`src/hdl/ps2mpt_pkg.sv`:
```
// Shared types and constants for the PS/2 mouse packet tracker.
// No dependencies; every other file of the block refers to it by scoped names.
`timescale 1ns / 1ps

package ps2mpt_pkg;

  // Configuration register indexes
  localparam logic [1:0] RegEnabled = 2'd0;
  localparam logic [1:0] RegColumns = 2'd1;
  localparam logic [1:0] RegRows    = 2'd2;

  localparam int          CfgIndexWidth = 2;
  localparam int          CfgDataWidth  = 8;

  localparam logic [7:0] ColumnsReset  = 8'd80;
  localparam logic [7:0] RowsReset     = 8'd25;
  localparam logic [7:0] ColumnReset   = 8'd40;
  localparam logic [7:0] RowReset      = 8'd12;

  localparam logic [7:0] OverflowMask  = 8'hC0;

  localparam int          QueueDepth    = 2;

  // One complete, non-overflow packet handed from front to back
  typedef struct packed {
    logic [2:0] buttons;
    logic [7:0] delta_x;
    logic [7:0] delta_y;
  } packet_t;

  typedef struct packed {
    logic [7:0] columns;
    logic [7:0] rows;
  } screen_cfg_t;

  // Queue status seen by the front and the top level
  typedef struct packed {
    logic full;
    logic empty;
  } queue_status_t;

endpackage

```
`src/hdl/ps2mpt_front.sv`:
```
// Front end: accepts mouse words, tracks the byte position in a packet and
// pushes complete packets without overflow. Depends on ps2mpt_pkg.
`timescale 1ns / 1ps

module ps2mpt_front (
  input  logic                      clk,
  input  logic                      rst,
  input  logic                      enabled,
  input  logic                      in_valid,
  output logic                      in_ready,
  input  logic [7:0]                in_data,
  input  ps2mpt_pkg::queue_status_t q_status,
  output logic                      push,
  output ps2mpt_pkg::packet_t       push_packet
);

  logic [1:0] byte_index;
  logic [7:0] flags_byte;
  logic [7:0] delta_x_byte;
  logic       accept;
  logic       take;

  assign in_ready = !q_status.full;
  assign accept   = in_valid && in_ready;
  // Drop every word while disabled
  assign take     = accept && enabled;

  assign push = take && (byte_index == 2'd2) &&
                ((flags_byte & ps2mpt_pkg::OverflowMask) == 8'd0);
  assign push_packet.buttons = flags_byte[2:0];
  assign push_packet.delta_x = delta_x_byte;
  assign push_packet.delta_y = in_data;

  always_ff @(posedge clk) begin
    if (rst) begin
      byte_index <= 2'd0;
    end else if (take) begin
      case (byte_index)
        2'd1: begin
          delta_x_byte <= in_data;
          byte_index   <= 2'd2;
        end
        2'd2: begin
          byte_index <= 2'd0;
        end
        default: begin
          flags_byte <= in_data;
          byte_index <= 2'd1;
        end
      endcase
    end
  end

endmodule

```
`src/hdl/ps2mpt_queue.sv`:
```
// Short packet queue between front and back end.
// Depends on ps2mpt_pkg for the packet type.
`timescale 1ns / 1ps

module ps2mpt_queue #(
  parameter int Depth = ps2mpt_pkg::QueueDepth
) (
  input  logic                      clk,
  input  logic                      rst,
  input  logic                      push,
  input  ps2mpt_pkg::packet_t       push_packet,
  input  logic                      pop,
  output ps2mpt_pkg::packet_t       head,
  output ps2mpt_pkg::queue_status_t status
);

  localparam int AW = (Depth > 1) ? $clog2(Depth) : 1;
  localparam int CW = $clog2(Depth + 1);

  ps2mpt_pkg::packet_t entries [Depth];
  logic [AW-1:0] wr_ptr;
  logic [AW-1:0] rd_ptr;
  logic [CW-1:0] count;

  assign status.full  = (count == CW'(Depth));
  assign status.empty = (count == '0);
  assign head         = entries[rd_ptr];

  always_ff @(posedge clk) begin
    if (push) begin
      entries[wr_ptr] <= push_packet;
    end
  end

  always_ff @(posedge clk) begin
    if (rst) begin
      wr_ptr <= '0;
      rd_ptr <= '0;
      count  <= '0;
    end else begin
      if (push) begin
        wr_ptr <= (wr_ptr == AW'(Depth - 1)) ? '0 : wr_ptr + 1'b1;
      end
      if (pop) begin
        rd_ptr <= (rd_ptr == AW'(Depth - 1)) ? '0 : rd_ptr + 1'b1;
      end
      case ({push, pop})
        2'b10:   count <= count + 1'b1;
        2'b01:   count <= count - 1'b1;
        default: count <= count;
      endcase
    end
  end

endmodule

```
`src/hdl/ps2mpt_back.sv`:
```
// Back end: applies packet deltas to the cursor, clamps to the screen and
// holds the result word in an output register. Depends on ps2mpt_pkg.
`timescale 1ns / 1ps

module ps2mpt_back (
  input  logic                    clk,
  input  logic                    rst,
  input  ps2mpt_pkg::screen_cfg_t screen,
  input  logic                    q_valid,
  input  ps2mpt_pkg::packet_t     q_packet,
  output logic                    pop,
  output logic                    out_valid,
  input  logic                    out_ready,
  output logic [7:0]              out_column,
  output logic [7:0]              out_row,
  output logic [2:0]              out_buttons
);

  logic [7:0]        column_pos;
  logic [7:0]        row_pos;
  logic [7:0]        column_next;
  logic [7:0]        row_next;
  logic signed [9:0] col_sum;
  logic signed [9:0] row_sum;

  function automatic logic [7:0] clamp_coord(input logic signed [9:0] v,
                                             input logic [7:0] size);
    logic [7:0] top;
    top = (size == 8'd0) ? 8'd0 : size - 8'd1;
    if (v[9]) begin
      clamp_coord = 8'd0;
    end else if (v[8:0] > {1'b0, top}) begin
      clamp_coord = top;
    end else begin
      clamp_coord = v[7:0];
    end
  endfunction

  // Take the head when the output register is free or being emptied
  assign pop = q_valid && (!out_valid || out_ready);

  assign col_sum = $signed({2'b00, column_pos}) +
                   $signed({{2{q_packet.delta_x[7]}}, q_packet.delta_x});
  assign row_sum = $signed({2'b00, row_pos}) -
                   $signed({{2{q_packet.delta_y[7]}}, q_packet.delta_y});
  assign column_next = clamp_coord(col_sum, screen.columns);
  assign row_next    = clamp_coord(row_sum, screen.rows);

  always_ff @(posedge clk) begin
    if (rst) begin
      column_pos <= ps2mpt_pkg::ColumnReset;
      row_pos    <= ps2mpt_pkg::RowReset;
      out_valid  <= 1'b0;
    end else begin
      if (pop) begin
        column_pos <= column_next;
        row_pos    <= row_next;
        out_valid  <= 1'b1;
      end else if (out_ready) begin
        out_valid <= 1'b0;
      end
    end
  end

  always_ff @(posedge clk) begin
    if (pop) begin
      out_column  <= column_next;
      out_row     <= row_next;
      out_buttons <= q_packet.buttons;
    end
  end

endmodule

```
`src/hdl/ps2_mouse_packet_tracker_unit.sv`:
```
// Top level of the PS/2 mouse packet tracker: configuration registers,
// front end, packet queue and back end. Depends on ps2mpt_pkg and the ps2mpt_* modules.
`timescale 1ns / 1ps

//  channel  | direction | handshake          | payload
//  ---------+-----------+--------------------+---------------------------------------
//  s_       | in        | s_tvalid/s_tready  | s_tdata: data_byte[7:0]
//  m_       | out       | m_tvalid/m_tready  | m_tdata: cursor_column, cursor_row, buttons
//  cfg_     | in        | cfg_we (no wait)   | cfg_index selects enabled/columns/rows
//
// One mouse word per cycle is taken while the queue has room; the front end only
// counts bytes, so words stream with no gaps. A packet's third word writes the
// queue as it is taken; the back end then loads the output register from the
// queue head once that register is free or being emptied.
// The back end's single add-and-clamp stage retires a packet per cycle unless stalled.
// Reset (rst, synchronous) disables the block, sets an 80x25 screen, parks the
// cursor at column 40, row 12 and empties the queue.
// A stalled output holds its word; the queue then fills and s_tready drops.

module ps2_mouse_packet_tracker_unit #(
  parameter int QueueDepth = ps2mpt_pkg::QueueDepth
) (
  input  logic                                clk,
  input  logic                                rst,
  input  logic                                s_tvalid,
  output logic                                s_tready,
  input  logic [7:0]                          s_tdata,   // [7:0] data_byte
  output logic                                m_tvalid,
  input  logic                                m_tready,
  output logic [23:0]                         m_tdata,   // [7:0] cursor_column,
                                                         // [15:8] cursor_row,
                                                         // [18:16] button_bits, rest 0
  input  logic                                cfg_we,
  input  logic [ps2mpt_pkg::CfgIndexWidth-1:0] cfg_index,
  input  logic [ps2mpt_pkg::CfgDataWidth-1:0]  cfg_data
);

  logic                      enabled;
  ps2mpt_pkg::screen_cfg_t   screen;
  ps2mpt_pkg::queue_status_t q_status;
  ps2mpt_pkg::packet_t       push_packet;
  ps2mpt_pkg::packet_t       q_head;
  logic                      q_push;
  logic                      q_pop;
  logic [7:0]                out_column;
  logic [7:0]                out_row;
  logic [2:0]                out_buttons;

  // Configuration registers; an index past the list is ignored
  always_ff @(posedge clk) begin
    if (rst) begin
      enabled        <= 1'b0;
      screen.columns <= ps2mpt_pkg::ColumnsReset;
      screen.rows    <= ps2mpt_pkg::RowsReset;
    end else if (cfg_we) begin
      case (cfg_index)
        ps2mpt_pkg::RegEnabled: enabled        <= cfg_data[0];
        ps2mpt_pkg::RegColumns: screen.columns <= cfg_data;
        ps2mpt_pkg::RegRows:    screen.rows    <= cfg_data;
        default: ;
      endcase
    end
  end

  // Front: count bytes into packets, drop overflow packets
  ps2mpt_front u_front (
    .clk         (clk),
    .rst         (rst),
    .enabled     (enabled),
    .in_valid    (s_tvalid),
    .in_ready    (s_tready),
    .in_data     (s_tdata),
    .q_status    (q_status),
    .push        (q_push),
    .push_packet (push_packet)
  );

  // Queue: decouple byte intake from the cursor update
  ps2mpt_queue #(
    .Depth (QueueDepth)
  ) u_queue (
    .clk         (clk),
    .rst         (rst),
    .push        (q_push),
    .push_packet (push_packet),
    .pop         (q_pop),
    .head        (q_head),
    .status      (q_status)
  );

  // Back: move and clamp the cursor, hold the result word
  ps2mpt_back u_back (
    .clk         (clk),
    .rst         (rst),
    .screen      (screen),
    .q_valid     (!q_status.empty),
    .q_packet    (q_head),
    .pop         (q_pop),
    .out_valid   (m_tvalid),
    .out_ready   (m_tready),
    .out_column  (out_column),
    .out_row     (out_row),
    .out_buttons (out_buttons)
  );

  assign m_tdata = {5'd0, out_buttons, out_row, out_column};

  // Front never pushes into a full queue
  a_no_push_when_full: assert property (@(posedge clk) disable iff (rst)
    q_push |-> !q_status.full)
    else $error("packet pushed into full queue");

  // A popped packet lands in the output register
  a_pop_fills_output: assert property (@(posedge clk) disable iff (rst)
    q_pop |=> m_tvalid)
    else $error("popped packet did not reach output");

  // A new result word only follows a pop
  a_output_from_pop: assert property (@(posedge clk) disable iff (rst)
    $rose(m_tvalid) |-> $past(q_pop))
    else $error("result word without a popped packet");

  // Nothing is popped from an empty queue
  a_no_pop_when_empty: assert property (@(posedge clk) disable iff (rst)
    q_pop |-> !q_status.empty)
    else $error("pop from empty queue");

endmodule

```
`config.mk`:
```
export PLATFORM = sky130hd
export DESIGN_NAME = ps2_mouse_packet_tracker_unit
export DESIGN_NICKNAME = d
export VERILOG_FILES = /design/src/hdl/ps2mpt_pkg.sv /design/src/hdl/ps2mpt_front.sv /design/src/hdl/ps2mpt_queue.sv /design/src/hdl/ps2mpt_back.sv /design/src/hdl/ps2_mouse_packet_tracker_unit.sv
export SDC_FILE = /design/constraint.sdc
export NUM_CORES = 1
export LEC_CHECK = 0
export BUFFER_PORTS_ARGS = -buffer_cell sky130_fd_sc_hd__buf_2
export CORE_MARGIN = 10
export CORE_UTILIZATION = 50
export CTS_CLUSTER_DIAMETER = 80
export CTS_CLUSTER_SIZE = 14
export DETAILED_ROUTE_END_ITERATION = 10
export PLACE_DENSITY_LB_ADDON = 0.1
export SYNTH_ARGS = -nofsm -noshare
export SYNTH_HDL_FRONTEND = slang
export SYNTH_SLANG_ARGS = --single-unit
```
`constraint.sdc`:
```
create_clock -name clk -period 5.08 [get_ports clk]
set_input_delay 1.27 -clock clk [delete_from_list [all_inputs] [get_ports clk]]
set_output_delay 1.27 -clock clk [all_outputs]
set_load 0.01 [all_outputs]
```
=== Word level (Yosys, flattened, before mapping) ===
Memories as Yosys holds them, arrays and structs flattened. A register that Yosys moved wholly into a read port is not among the register bits.
Cells that the tools add are included.

* Latch bits: 0
* Memories: 1
* Memory bits (read-only): 0
* Bits of input ports: 23
* Bits in writable memories: 38
* Flip-flop bits (word level): 75

* Reduce and logical (&&, ||, !) cells: 22
* Eq/ne operators: 7
* Multiply operators: 0
* $lt $le $gt $ge: 2
* Multiplexer cells: 16
* Add/sub/neg operators: 8
* Divide/modulo/power cells: 0
* Bitwise logic cells: 2
* Shift-type cells: 0

{| class="wikitable"
|+ Memories
! memory !! depth !! width !! read ports !! clocked after Yosys merged registers in !! write ports !! line !! RTL
|-
| u_queue.entries || 2 || 19 || 1 || 1 || 1 || ps2mpt_queue.sv:20 || <nowiki>ps2mpt_pkg::packet_t entries [Depth];</nowiki>
|}

{| class="wikitable"
|+ Operators by type and width
! cell !! number
|-
| $mux 8 || 6
|-
| $logic_not 8->1 || 3
|-
| $gt 9x8->1 || 2
|-
| $sub 8x1->8 const B || 2
|-
| $add 9x8->10 || 1
|-
| $sub 9x8->10 || 1
|-
| $eq 2x2->1 const B || 4
|-
| $mux 1 || 8
|-
| $pmux 2 s2 || 2
|-
| $eq 2x1->1 const B || 3
|-
| $reduce_and 2->1 || 3
|-
| $reduce_and 3->1 || 2
|-
| $logic_and 1x1->1 || 5
|-
| $logic_not 2->1 || 2
|-
| $reduce_bool 2->1 || 2
|-
| $logic_not 1->1 || 3
|-
| $add 1x1->1 const B || 2
|-
| $add 2x1->2 const B || 1
|-
| $not 1->1 || 2
|-
| $reduce_or 2->1 || 1
|-
| $sub 2x1->2 const B || 1
|-
| $logic_or 1x1->1 || 1
|}

=== Depth between registers and ports, before layout ===
* Depth after elaboration: 8
* Gate-level depth with buffers: 19
* Depth with buffers taken out: 16

=== Cells and area by module ===
A second synthesis with hierarchy kept.

* Cell total of the unflattened synthesis: 532
* Area total of the unflattened synthesis: 6055.8 um^2

{| class="wikitable"
|+ Modules (own cells, without submodules)
! module !! area an instance (um^2) !! instances !! sequential area each (um^2) !! cells an instance
|-
| ps2mpt_back || 3066.7 || 1 || 910.9 || 332
|-
| ps2mpt_queue || 1572.8 || 1 || 1241.2 || 81
|-
| ps2_mouse_packet_tracker_unit || 770.7 || 1 || 340.3 || 78
|-
| ps2mpt_front || 645.6 || 1 || 430.4 || 41
|}

=== Worst setup path before layout ===
OpenSTA, ideal clock, no wires.

* Path type: register -> register
* Start point: register with a tool-made name
* End point: register u_back.row_pos[5]
* Data arrival time: 4.009 ns
* Cell stages (with the launch flop): 19
* Data required time: 4.984 ns
* Path buffers: 3
* Slack: 0.976 ns
* Period minus slack after synthesis: 4.104 ns
* Path through: dfxtp_1 > buf_2 > buf_1 > mux2_2 > ha_1 > inv_1 > fa_1 > nand3_1 > nand2_1 > a31oi_1 > xor2_1 > inv_1 > ha_1 > a211o_1 > a2111oi_2 > o32ai_2 > buf_6 > mux2_4 > o41ai_2

{| class="wikitable"
|+ RTL lines
! element !! line !! RTL
|-
| end signal: assignment || ps2mpt_back.sv:52 || <nowiki>row_pos <= ps2mpt_pkg::RowReset;</nowiki>
|-
| end signal: assignment || ps2mpt_back.sv:57 || <nowiki>row_pos <= row_next;</nowiki>
|-
| end: declaration || ps2mpt_back.sv:20 || <nowiki>logic [7:0] row_pos;</nowiki>
|}

==> impl_results.md <==
- Gr ovfl total: 0
- Final setup fails: 0
- Vias: 3894
- Mux share of post-synthesis cell area: 9.118%
- RePlAce Congestion: 0.8701
- Max Slew Vio Count: 0
- Postcts setup bufs: 0
- # H-tree levels: 3
- VDD IR max: 0.2408 mV
- Post_cts resized: 0
- Cts hold-fix bufs: 0
- Fin cells: 708
- Critical path arrival: 4.47 ns
- Syn_area_per_cell: 11.21 um^2
- CTS tree: yes
- Finished Cell Area: 6456 um^2
- CP delay by family, top: compound AO/OA/AOI/OAI gates
- Clk pin slew, worst setup/hold paths: 0.08 ns
- Fraction of the mapped netlist area in compound gates: 9.830%
- Asr flop ratio synth: 0%
- Buf+Inv Stages, Crit Path: 3
- Hold endpoint: u_queue.entries[0][14]
- Top cells by count, synth: edfxtp_1, nor2_1, ha_1, dfxtp_1
- Post-Synth Adder-Cell Area: 9.959%
- Startpoint Class: register
- Setup Crit Path Kind: register to register
- Critical path endpoint category: register
- Hold Path Depth: 0
- Die height: 127.7 um
- Placeable Area: 11370 um^2
- Dpl ws: 0.7041 ns
- Final WL: 12130 um
- Pre-antenna DRT Iters: 4
- CP max stage delay: 0.68 ns
- Worst Hold Launch: u_front.delta_x_byte[6]
- Filler instances: 995
- Slowest stage cell on the critical path: dfxtp_1
- Yosys cell types: 52
- Post-route antenna net violation count: 0
- Max Cap Violations: 0
- Synth Area in XOR/XNOR: 3.018%
- Number of hold violations in the final report: 0
- Slew at the pin closest to its max-slew limit: 0.9722 ns
- Worst reg2reg path depth: 16
- Proportion of layout cells with a drive suffix above 1: 15.75%
- First-pass GRT wire length: 19420 um
- CP Max Fanout: 13
- F_max: 228.2 MHz
- Area contributors post-synth: edfxtp_1, dfxtp_1, ha_1
- Status: completed
- Chip Width: 127.7 um
- Cells after synthesis: 518
- Post-layout util: 56.78%
- Seq/Total Area, Yosys: 50.36%
- Fin nets: 628
- 1st-iter DRT viols: 310
- Gr usage total: 14.97%
- Setup tns final: 0 ns
- WL/cell: 17.13 um
- Cell at the root of the clock tree: clkbuf_16
- Port bufs: 43
- Data required, critical path: 5.17 ns
- Post-synth EDFFs: 70
- I/O pin cnt: 49
- Worst r2r dst: u_back.out_row[0]
- Pwr per Cell Area: 279.9 nW/um^2
- RSZ-0062 raised after global routing: false
- Post-DP HPWL: 8876 um
- Worst-skew pair later-pin latency: 0.36 ns
- Area share of the largest cell type after synthesis: 36.21%
- Top_reg_cell synth: edfxtp_1
- Initial antenna violation count: 0
- Fin worst setup slack: 0.6971 ns
- Largest net degree at the start of global routing: 45
- Layout area overhead: 11.23%
- Vias per cell: 5.500
- Static leakage: 2.615 nW
- Site Rows: 39
- Worst reg2reg setup slack: 0.70 ns
- Worst path cell trace: buf_4, mux2i_1, ha_1, nor2b_1, o2111ai_1, nand2_1, xnor2_1, inv_1, ha_1, and2_1, nand3_1, nor2_1, o32ai_2, buf_4, mux2i_1, nor2_1
- Initial Util: 51.05%
- # placed instances: 692
- Clock sink count: 111
- CTS buffer count: 9
- Hold Path Class: register to register
- Clock buffer depth: 2
- Residual DRC: 0
- Main combinational cell family by area after synthesis: simple AND/OR/NAND/NOR gates
- Post-DP Area: 6141 um^2
- Tcrit/Tclk final: 86.28%
- Vias in the first global route: 3853
- #FFs+latches synth: 111
- Simple-gate share of the synthesized area: 13.36%
- Yosys top cell by area: edfxtp_1
- Yosys warnings: 0
- Rel. slew slack: 35.19%
- Diode count: 0
- Minimum clock period: 4.383 ns
- Fin Clk Skew: 0.01150 ns
- Die Area: 16320 um^2
- Post-synthesis cell area: 5804 um^2
-- worst max path at each step --
stage	startpoint	endpoint	slack (ns)	depth (start not counted)
after floorplan	register	u_back.row_pos[5]	0.98	18
after global placement	register	u_back.out_row[3]	0.79	16
after detailed placement	register	u_back.out_row[3]	0.70	16
after CTS	register	u_back.out_row[3]	0.66	16
after global routing	register	u_back.row_pos[2]	0.33	16
final	register	u_back.out_row[0]	0.70	16
-- cell type report --
cell class	instances	area, um^2	area share [%]
Clock buffer	10	229.0	3.547
Clock inverter	6	86.33	1.337
Inverter	34	127.6	1.977
Multi-Input combinational cell	355	2651	41.07
Sequential cell	111	2923	45.27
Tap cell	143	178.9	2.771
Timing Repair Buffer	49	260.3	4.031
-- metrics by stage --
step	power, mW	hold slack (ns)
2_1_floorplan	1.054	0.4198
3_3_place_gp	1.079	0.4228
3_5_place_dp	1.081	0.4311
4_1_cts	1.824	0.4468
5_1_grt	1.871	0.4551
6_report	1.807	0.4440
-- sequential cells by signal, indices dropped and copies added, names as in the netlist, named ones only --
register,flops
u_queue.wr_ptr,1
u_queue.rd_ptr,1
u_front.flags_byte,5
enabled,1
u_back.out_row,8
screen,16
u_front.delta_x_byte,8
u_back.out_valid,1
u_queue.entries,38
u_back.out_buttons,3
u_back.out_column,8
u_back.column_pos,8
u_front.byte_index,2
u_queue.count,2
u_back.row_pos,8
-- routing by layer --
layer / vias up / wire [um] / global-route usage, %
li1: 1949 / - / -
met1: 1859 / 5772 / 19.25
met2: 75 / 5573 / 23.54
met3: 11 / 618 / 4.508
met4: 0 / 165 / 4.967
met5: - / 0 / 0
-- layout by cell type, fill, tap and decap left out, types with 11 or more instances in the layout --
master	instances
a21oi_1	22
buf_2	43
dfxtp_1	41
edfxtp_1	70
ha_1	43
inv_1	33
mux2_2	13
mux2i_1	33
nand2_1	23
nand3_1	13
nor2_1	70
nor3_1	11
xnor2_1	14
-- power by group --
group | internal, mW | leakage, nW | switching, mW
sequential | 0.957 | 0.963 | 0.00706
clock | 0.397 | 0.154 | 0.349
combinational | 0.0392 | 1.50 | 0.0578
total | 1.39 | 2.62 | 0.414
-- cell families after synthesis --
| family | count (synthesis) |
|---|---|
| fa+ha+maj | 45 |
| xor+xnor | 20 |
| simple gates | 160 |
| compound gates | 75 |
| mux | 50 |
| buf+inv | 56 |
| flops | 111 |
| other cells | 1 |
Power figures use the tool's default switching activity.
